## src/sv/nes_pkg.sv

```systemverilog
// Shared types, codes and helpers of the note event scheduler.
package nes_pkg;

  typedef enum logic [2:0] {
    CMD_CLEAR  = 3'd0,
    CMD_APPEND = 3'd1,
    CMD_FINISH = 3'd2,
    CMD_PLAY   = 3'd3,
    CMD_PAUSE  = 3'd4,
    CMD_STOP   = 3'd5,
    CMD_SEEK   = 3'd6,
    CMD_TICK   = 3'd7
  } cmd_e;

  typedef enum logic [2:0] {
    K_POS     = 3'd0,
    K_ON      = 3'd1,
    K_OFF     = 3'd2,
    K_STARTED = 3'd3,
    K_PAUSED  = 3'd4,
    K_STOPPED = 3'd5,
    K_NOTLOAD = 3'd6,
    K_LOADED  = 3'd7
  } kind_e;

  typedef enum logic [2:0] {
    RD_IDX_M1,
    RD_IDX_P1,
    RD_NN,
    RD_NN_P1,
    RD_ZERO
  } rd_sel_e;

  typedef enum logic [3:0] {
    S_IDLE,
    S_DISP,
    S_INS_RD,
    S_INS_CHK,
    S_SEEK_CHK,
    S_ON_CHK,
    S_OFF_CHK,
    S_EMIT_STOP,
    S_FLUSH
  } state_e;

  localparam int unsigned CFG_IDX_W   = 2;
  localparam logic [1:0]  CFG_TEMPO   = 2'd0;
  localparam logic [1:0]  CFG_TOTAL   = 2'd1;
  localparam logic [9:0]  TEMPO_RESET = 10'd120;
  localparam int unsigned STEP_W      = 9;

  typedef struct packed {
    logic [6:0]  pitch;
    logic [6:0]  velocity;
    logic [23:0] start;
    logic [23:0] length;
  } note_t;

  typedef struct packed {
    logic    accept;
    logic    clr_tab;
    logic    clr_loaded;
    logic    set_loaded;
    logic    set_play;
    logic    clr_play;
    logic    pos_clr;
    logic    pos_step;
    logic    pos_seek;
    logic    nn_clr;
    logic    nn_inc;
    logic    idx_from_cnt;
    logic    idx_clr;
    logic    idx_inc;
    logic    idx_dec;
    logic    rd_en;
    rd_sel_e rd_sel;
    logic    wr_en;
    logic    wr_new;
    logic    cnt_inc;
    logic    emit;
    kind_e   ekind;
    logic    drop_set;
    logic    flush;
  } ctl_t;

  typedef struct packed {
    logic  in_fire;
    cmd_e  cmd;
    logic  loaded;
    logic  playing;
    logic  full;
    logic  cnt_zero;
    logic  idx_zero;
    logic  tick_stop;
    logic  nn_lt_cnt;
    logic  nn_more;
    logic  idx_more;
    logic  ins_gt;
    logic  seek_lt;
    logic  on_hit;
    logic  off_hit;
    logic  n_lt_max;
    logic  emit_ok;
    logic  out_free;
  } stat_t;

  // floor(50*tempo/120) = floor(5*tempo/12), reciprocal of 12 is 2731/2^15
  function automatic logic [STEP_W-1:0] step_of(input logic [9:0] tempo);
    logic [12:0] t5;
    logic [24:0] prod;
    t5   = 13'(tempo) * 13'd5;
    prod = 25'(t5) * 25'd2731;
    return prod[15 +: STEP_W];
  endfunction

endpackage

```

## src/sv/nes_ctrl.sv

```systemverilog
// Controller state machine sequencing commands over the datapath.
module nes_ctrl (
  input  logic           clk_i,
  input  logic           rst_ni,
  input  nes_pkg::stat_t stat_i,
  output nes_pkg::ctl_t  ctl_o
);
  nes_pkg::state_e state_q, state_d;

  always_ff @(posedge clk_i or negedge rst_ni) begin
    if (!rst_ni) begin
      state_q <= nes_pkg::S_IDLE;
    end else begin
      state_q <= state_d;
    end
  end

  always_comb begin
    ctl_o   = '0;
    ctl_o.rd_sel = nes_pkg::RD_ZERO;
    ctl_o.ekind  = nes_pkg::K_POS;
    state_d = state_q;
    unique case (state_q)
      nes_pkg::S_IDLE: begin
        ctl_o.accept = 1'b1;
        if (stat_i.in_fire) state_d = nes_pkg::S_DISP;
      end
      nes_pkg::S_DISP: begin
        unique case (stat_i.cmd)
          nes_pkg::CMD_CLEAR: begin
            ctl_o.clr_tab    = 1'b1;
            ctl_o.nn_clr     = 1'b1;
            ctl_o.pos_clr    = 1'b1;
            ctl_o.clr_play   = 1'b1;
            ctl_o.clr_loaded = 1'b1;
            state_d = nes_pkg::S_IDLE;
          end
          nes_pkg::CMD_APPEND: begin
            if (stat_i.loaded || stat_i.full) begin
              state_d = nes_pkg::S_IDLE;
            end else begin
              ctl_o.idx_from_cnt = 1'b1;
              state_d = nes_pkg::S_INS_RD;
            end
          end
          nes_pkg::CMD_FINISH: begin
            ctl_o.set_loaded = 1'b1;
            ctl_o.pos_clr    = 1'b1;
            ctl_o.nn_clr     = 1'b1;
            ctl_o.emit       = 1'b1;
            ctl_o.ekind      = nes_pkg::K_LOADED;
            state_d = nes_pkg::S_FLUSH;
          end
          nes_pkg::CMD_PLAY: begin
            ctl_o.emit     = 1'b1;
            ctl_o.set_play = stat_i.loaded;
            ctl_o.ekind    = stat_i.loaded ? nes_pkg::K_STARTED : nes_pkg::K_NOTLOAD;
            state_d = nes_pkg::S_FLUSH;
          end
          nes_pkg::CMD_PAUSE: begin
            ctl_o.clr_play = 1'b1;
            ctl_o.emit     = 1'b1;
            ctl_o.ekind    = nes_pkg::K_PAUSED;
            state_d = nes_pkg::S_FLUSH;
          end
          nes_pkg::CMD_STOP: begin
            ctl_o.clr_play = 1'b1;
            ctl_o.pos_clr  = 1'b1;
            ctl_o.nn_clr   = 1'b1;
            ctl_o.emit     = 1'b1;
            state_d = nes_pkg::S_EMIT_STOP;
          end
          nes_pkg::CMD_SEEK: begin
            if (!stat_i.loaded) begin
              state_d = nes_pkg::S_IDLE;
            end else begin
              ctl_o.pos_seek = 1'b1;
              ctl_o.nn_clr   = 1'b1;
              if (stat_i.cnt_zero) begin
                ctl_o.emit = 1'b1;
                state_d = nes_pkg::S_FLUSH;
              end else begin
                ctl_o.rd_en = 1'b1;
                state_d = nes_pkg::S_SEEK_CHK;
              end
            end
          end
          default: begin
            if (!stat_i.playing || !stat_i.loaded) begin
              state_d = nes_pkg::S_IDLE;
            end else if (stat_i.tick_stop) begin
              ctl_o.clr_play = 1'b1;
              ctl_o.pos_clr  = 1'b1;
              ctl_o.nn_clr   = 1'b1;
              ctl_o.emit     = 1'b1;
              state_d = nes_pkg::S_EMIT_STOP;
            end else begin
              ctl_o.pos_step = 1'b1;
              ctl_o.emit     = 1'b1;
              if (stat_i.nn_lt_cnt) begin
                ctl_o.rd_en  = 1'b1;
                ctl_o.rd_sel = nes_pkg::RD_NN;
                state_d = nes_pkg::S_ON_CHK;
              end else if (stat_i.cnt_zero) begin
                state_d = nes_pkg::S_FLUSH;
              end else begin
                ctl_o.rd_en   = 1'b1;
                ctl_o.idx_clr = 1'b1;
                state_d = nes_pkg::S_OFF_CHK;
              end
            end
          end
        endcase
      end
      nes_pkg::S_INS_RD: begin
        if (stat_i.idx_zero) begin
          ctl_o.wr_en   = 1'b1;
          ctl_o.wr_new  = 1'b1;
          ctl_o.cnt_inc = 1'b1;
          state_d = nes_pkg::S_IDLE;
        end else begin
          ctl_o.rd_en  = 1'b1;
          ctl_o.rd_sel = nes_pkg::RD_IDX_M1;
          state_d = nes_pkg::S_INS_CHK;
        end
      end
      nes_pkg::S_INS_CHK: begin
        ctl_o.wr_en = 1'b1;
        if (stat_i.ins_gt) begin
          ctl_o.idx_dec = 1'b1;
          state_d = nes_pkg::S_INS_RD;
        end else begin
          ctl_o.wr_new  = 1'b1;
          ctl_o.cnt_inc = 1'b1;
          state_d = nes_pkg::S_IDLE;
        end
      end
      nes_pkg::S_SEEK_CHK: begin
        if (stat_i.seek_lt && stat_i.nn_more) begin
          ctl_o.nn_inc = 1'b1;
          ctl_o.rd_en  = 1'b1;
          ctl_o.rd_sel = nes_pkg::RD_NN_P1;
        end else begin
          ctl_o.nn_inc = stat_i.seek_lt;
          ctl_o.emit   = 1'b1;
          state_d = nes_pkg::S_FLUSH;
        end
      end
      nes_pkg::S_ON_CHK: begin
        if (stat_i.on_hit) begin
          if (stat_i.emit_ok) begin
            ctl_o.emit   = 1'b1;
            ctl_o.ekind  = nes_pkg::K_ON;
            ctl_o.nn_inc = 1'b1;
            ctl_o.rd_en  = 1'b1;
            if (stat_i.nn_more) begin
              ctl_o.rd_sel = nes_pkg::RD_NN_P1;
            end else begin
              ctl_o.idx_clr = 1'b1;
              state_d = nes_pkg::S_OFF_CHK;
            end
          end
        end else begin
          ctl_o.rd_en   = 1'b1;
          ctl_o.idx_clr = 1'b1;
          state_d = nes_pkg::S_OFF_CHK;
        end
      end
      nes_pkg::S_OFF_CHK: begin
        if (!(stat_i.off_hit && stat_i.n_lt_max && !stat_i.emit_ok)) begin
          if (stat_i.off_hit) begin
            ctl_o.emit     = stat_i.n_lt_max;
            ctl_o.ekind    = nes_pkg::K_OFF;
            ctl_o.drop_set = !stat_i.n_lt_max;
          end
          ctl_o.idx_inc = 1'b1;
          if (stat_i.idx_more) begin
            ctl_o.rd_en  = 1'b1;
            ctl_o.rd_sel = nes_pkg::RD_IDX_P1;
          end else begin
            state_d = nes_pkg::S_FLUSH;
          end
        end
      end
      nes_pkg::S_EMIT_STOP: begin
        if (stat_i.emit_ok) begin
          ctl_o.emit  = 1'b1;
          ctl_o.ekind = nes_pkg::K_STOPPED;
          state_d = nes_pkg::S_FLUSH;
        end
      end
      nes_pkg::S_FLUSH: begin
        if (stat_i.out_free) begin
          ctl_o.flush = 1'b1;
          state_d = nes_pkg::S_IDLE;
        end
      end
      default: state_d = nes_pkg::S_IDLE;
    endcase
  end
endmodule

```

## config.mk

```make
export PLATFORM = sky130hd
export DESIGN_NAME = nes_ctrl
export DESIGN_NICKNAME = d
export VERILOG_FILES = /design/src/sv/nes_pkg.sv /design/src/sv/nes_ctrl.sv
export SDC_FILE = /design/constraint.sdc
export NUM_CORES = 1
export LEC_CHECK = 0
export ABC_AREA = 1
export BUFFER_PORTS_ARGS = -buffer_cell sky130_fd_sc_hd__buf_2
export CORE_ASPECT_RATIO = 1.4
export CORE_MARGIN = 10
export CORE_UTILIZATION = 51
export DETAILED_ROUTE_END_ITERATION = 7
export PLACE_DENSITY = 0.86
export SETUP_SLACK_MARGIN = 0.2
export SLEW_MARGIN = 20
export SYNTH_ARGS = -nofsm -noshare
export SYNTH_HDL_FRONTEND = slang
export SYNTH_SLANG_ARGS = --single-unit
export TNS_END_PERCENT = 100
```

## constraint.sdc

```tcl
create_clock -name clk_i -period 3.1 [get_ports clk_i]
set_clock_uncertainty 0.1 [all_clocks]
set_input_delay 0.465 -clock clk_i [delete_from_list [all_inputs] [get_ports clk_i]]
set_output_delay 0.465 -clock clk_i [all_outputs]
set_load 0.02 [all_outputs]
```

==> impl_metrics.py <==
metrics = {
    "run": {
        "cap_violations": 0,
    },
    "worst_setup_path": {
        "worstPathArrival_ns": 1.69,
        "criticalPathCategory": "flip-flop to output port",
        "cp-start-kind": "flip-flop",
        "crit_path_max_fanout": 6,
        "worstPathRequired_ns": 2.53,
        "end_kind": "output port",
    },
    "clock_network": {
        "clkSlewWorstSetupHoldPaths_ns": 0.04,
        "clockBufferDepth": 2,
        "clkLatencyLatePin_ns": 0.23,
        "cts_root_buffer": "clkbuf_4",
        "cts_sinks": 4,
        "htreeDepth": 1,
        "tritoncts": "yes",
        "cts_buffers": 3,
    },
    "global_routing": {
        "first_global_vias": 1398,
        "antenna_found_initial": 0,
        "grtUsageTotal_pct": 16.1,
        "grt_pass1_wl_um": 5850,
        "grt_max_degree": 13,
        "grt_overflow": 0,
    },
    "sta": {
        "period_needed_ns": 2.25,
        "final.setup.worst_slack_ns": 0.847,
        "fin_crit_sh_pct": 72.7,
        "final-setup-viol-count": 0,
        "setup_tns_ns": 0,
        "slew_violations": 0,
        "worst_pin_slew_ns": 0.359,
        "max_freq_ghz": 0.444,
        "hold_viol": 0,
        "slew_headroom_pct": 76.0,
        "grt_setup_unrepaired": "no",
    },
    "synthesis": {
        "synth_cells": 204,
        "ys_seq_area_share_pct": 9.28,
        "synth_compound_area_share_pct": 11.7,
        "synth-edff-count": 0,
        "yosys.area.top_type_share_pct": 22.6,
        "synth_fa_ha_area_share_pct": 3.48,
        "synth_top_family_by_area": "simple AND/OR/NAND/NOR gates",
        "synth_area_leader_cell": "nand2_1",
        "synth_flop_cell": "dfrtp_1",
        "yosys.area_share.simple_pct": 60.8,
        "synth_commonest_cells": "nand2_1 (65), nor2_1 (32), inv_1 (28)",
        "synth_xor_xnor_area_share_pct": 0,
        "yosysWarnings": 0,
        "async_flop_share_pct": 100,
        "synth_cell_types": 31,
        "avgSynthCellArea_sq_um": 5.29,
        "synth_seq_cells": 4,
        "ys_top_cells_by_area": "nand2_1 (23%), nor2_1 (11%), inv_1 (9.7%), nand3_1 (9.7%), dfrtp_1 (9.3%)",
        "synth_mux_area_share_pct": 0,
        "syn_area_sq_um": 1080,
        "yosysMostFrequentCell": "nand2_1",
        "syn_nets": 229,
    },
    "detailed_routing": {
        "vias": 1455,
        "viasPerCell": 5.33,
        "wl_per_cell_um": 12.9,
        "ant_nets": 0,
        "drtPass1Iterations": 4,
        "wl_um": 3530,
        "drt_iter0_drc": 39,
        "route.detailed.drc": 0,
    },
    "placed_design": {
        "dp_cells": 269,
        "post_dp_cell_area_sq_um": 1310,
        "place_hpwl_um": 3080,
        "port_buffers": 49,
        "place_congestion": 0.962,
        "pre_cts_ws_ns": 1.00,
    },
    "die": {
        "dieWidth_um": 58.9,
        "dieArea_sq_um": 4380,
        "io_pins": 50,
        "rows": 19,
        "start_util_pct": 54.0,
        "core_sq_um": 2000,
        "dieHeight_um": 74.4,
    },
    "layout": {
        "largest_register_ffs": 4,
        "stdcell_count": 273,
        "reg.largest.list": "state_q (4)",
        "diodes": 0,
        "final_cell_area_sq_um": 1350,
        "top_register": "state_q",
        "post-route-util_pct": 67.4,
        "drive_above_1_share_pct": 28.2,
        "synthToLayoutAreaGrowth_pct": 24.8,
        "fin_nets": 279,
    },
    "power": {
        "leakagePower_nw": 0.870,
        "power.density_nw_per_um2": 595,
        "ir_drop_uv": 437,
    },
    "min_path": {
        "worstHoldPathType": "input port to asynchronous set/reset pin",
    },
    "run_status": {
        "status": "completed",
    },
}
placed cells by master (no fill, tap or decap), types with 2 or more instances in the layout:
| master | n |
|---|---|
| a21oi_1 | 4 |
| clkbuf_4 | 3 |
| nor2_4 | 3 |
| nand3b_1 | 3 |
| nor3_1 | 3 |
| nand4_1 | 3 |
| o21ai_0 | 9 |
| inv_1 | 28 |
| inv_2 | 3 |
| ha_1 | 3 |
| o21ai_2 | 2 |
| nand2_2 | 2 |
| dfrtp_1 | 4 |
| nor2_2 | 2 |
| nor2_1 | 32 |
| nand2_1 | 65 |
| buf_2 | 49 |
| nand3_1 | 21 |
power breakdown:
part / internal (mW) / leakage, nW / switching [mW]
registers: 0.0721 / 0.0528 / 0.0258
logic: 0.199 / 0.803 / 0.440
clock network: 0.0433 / 0.0138 / 0.0206
critical path: stages, from the launching register on:
cell	delay, ns
dfrtp_1	0.43
inv_1	0.09
nand2_2	0.10
nor2_1	0.19
nand3_1	0.17
nand2_1	0.11
nand2_1	0.09
o31ai_2	0.07
buf_2	0.20
cell families (layout without fill, tap and decap cells):
family                     Yosys count  after routing
and+or+nand+nor                    140            140
adders and majority gates            3              3
DFF                                  4              4
buffers and inverters               37             85
AOI/OAI and AO/OA                   20             20
final cells by class:
cell class | count | area (sq um)
well taps | 21 | 26.3
inverters | 32 | 123
fillers | 215 | 651
repair buffers | 50 | 255
flip-flops and latches | 4 | 100
clock buffers | 3 | 22.5
multi-input cells | 163 | 820
routing by layer:
metal	GRT usage (%)	part of all wire, %	routed length [um]
met4	5.88	0.82	29
met1	14.7	37	1300
met5	0	0	0
met3	4.77	7.1	251
met2	32.0	55	1950
what timing repair did:
item,CTS,global route
hold buffers,1,0
endpoints found under the hold margin,4,0
gates resized for setup,0,0
buffers inserted,0,0
final timing paths:
kind                       startpoint         end  slack (ns)  cells after the start
max                        state_q[1]   ctl_o[10]        0.85                      8
min                            rst_ni  state_q[2]        0.46                      2
max reg2reg                state_q[0]  state_q[2]        1.58                      6
min reg2reg                state_q[1]  state_q[1]        0.49                      2
max in group asynchronous      rst_ni  state_q[1]        2.32                      2
min in group clk_i          stat_i[0]  state_q[3]        0.49                      4
per-stage QoR:
stage	power, mW	hold slack (ns)
6_report	0.801	0.459
4_1_cts	0.802	0.469
5_1_grt	0.890	0.479
3_5_place_dp	0.737	0.170
3_3_place_gp	0.732	0.170
2_1_floorplan	0.583	0.0694
Power figures use the tool's default switching activity.
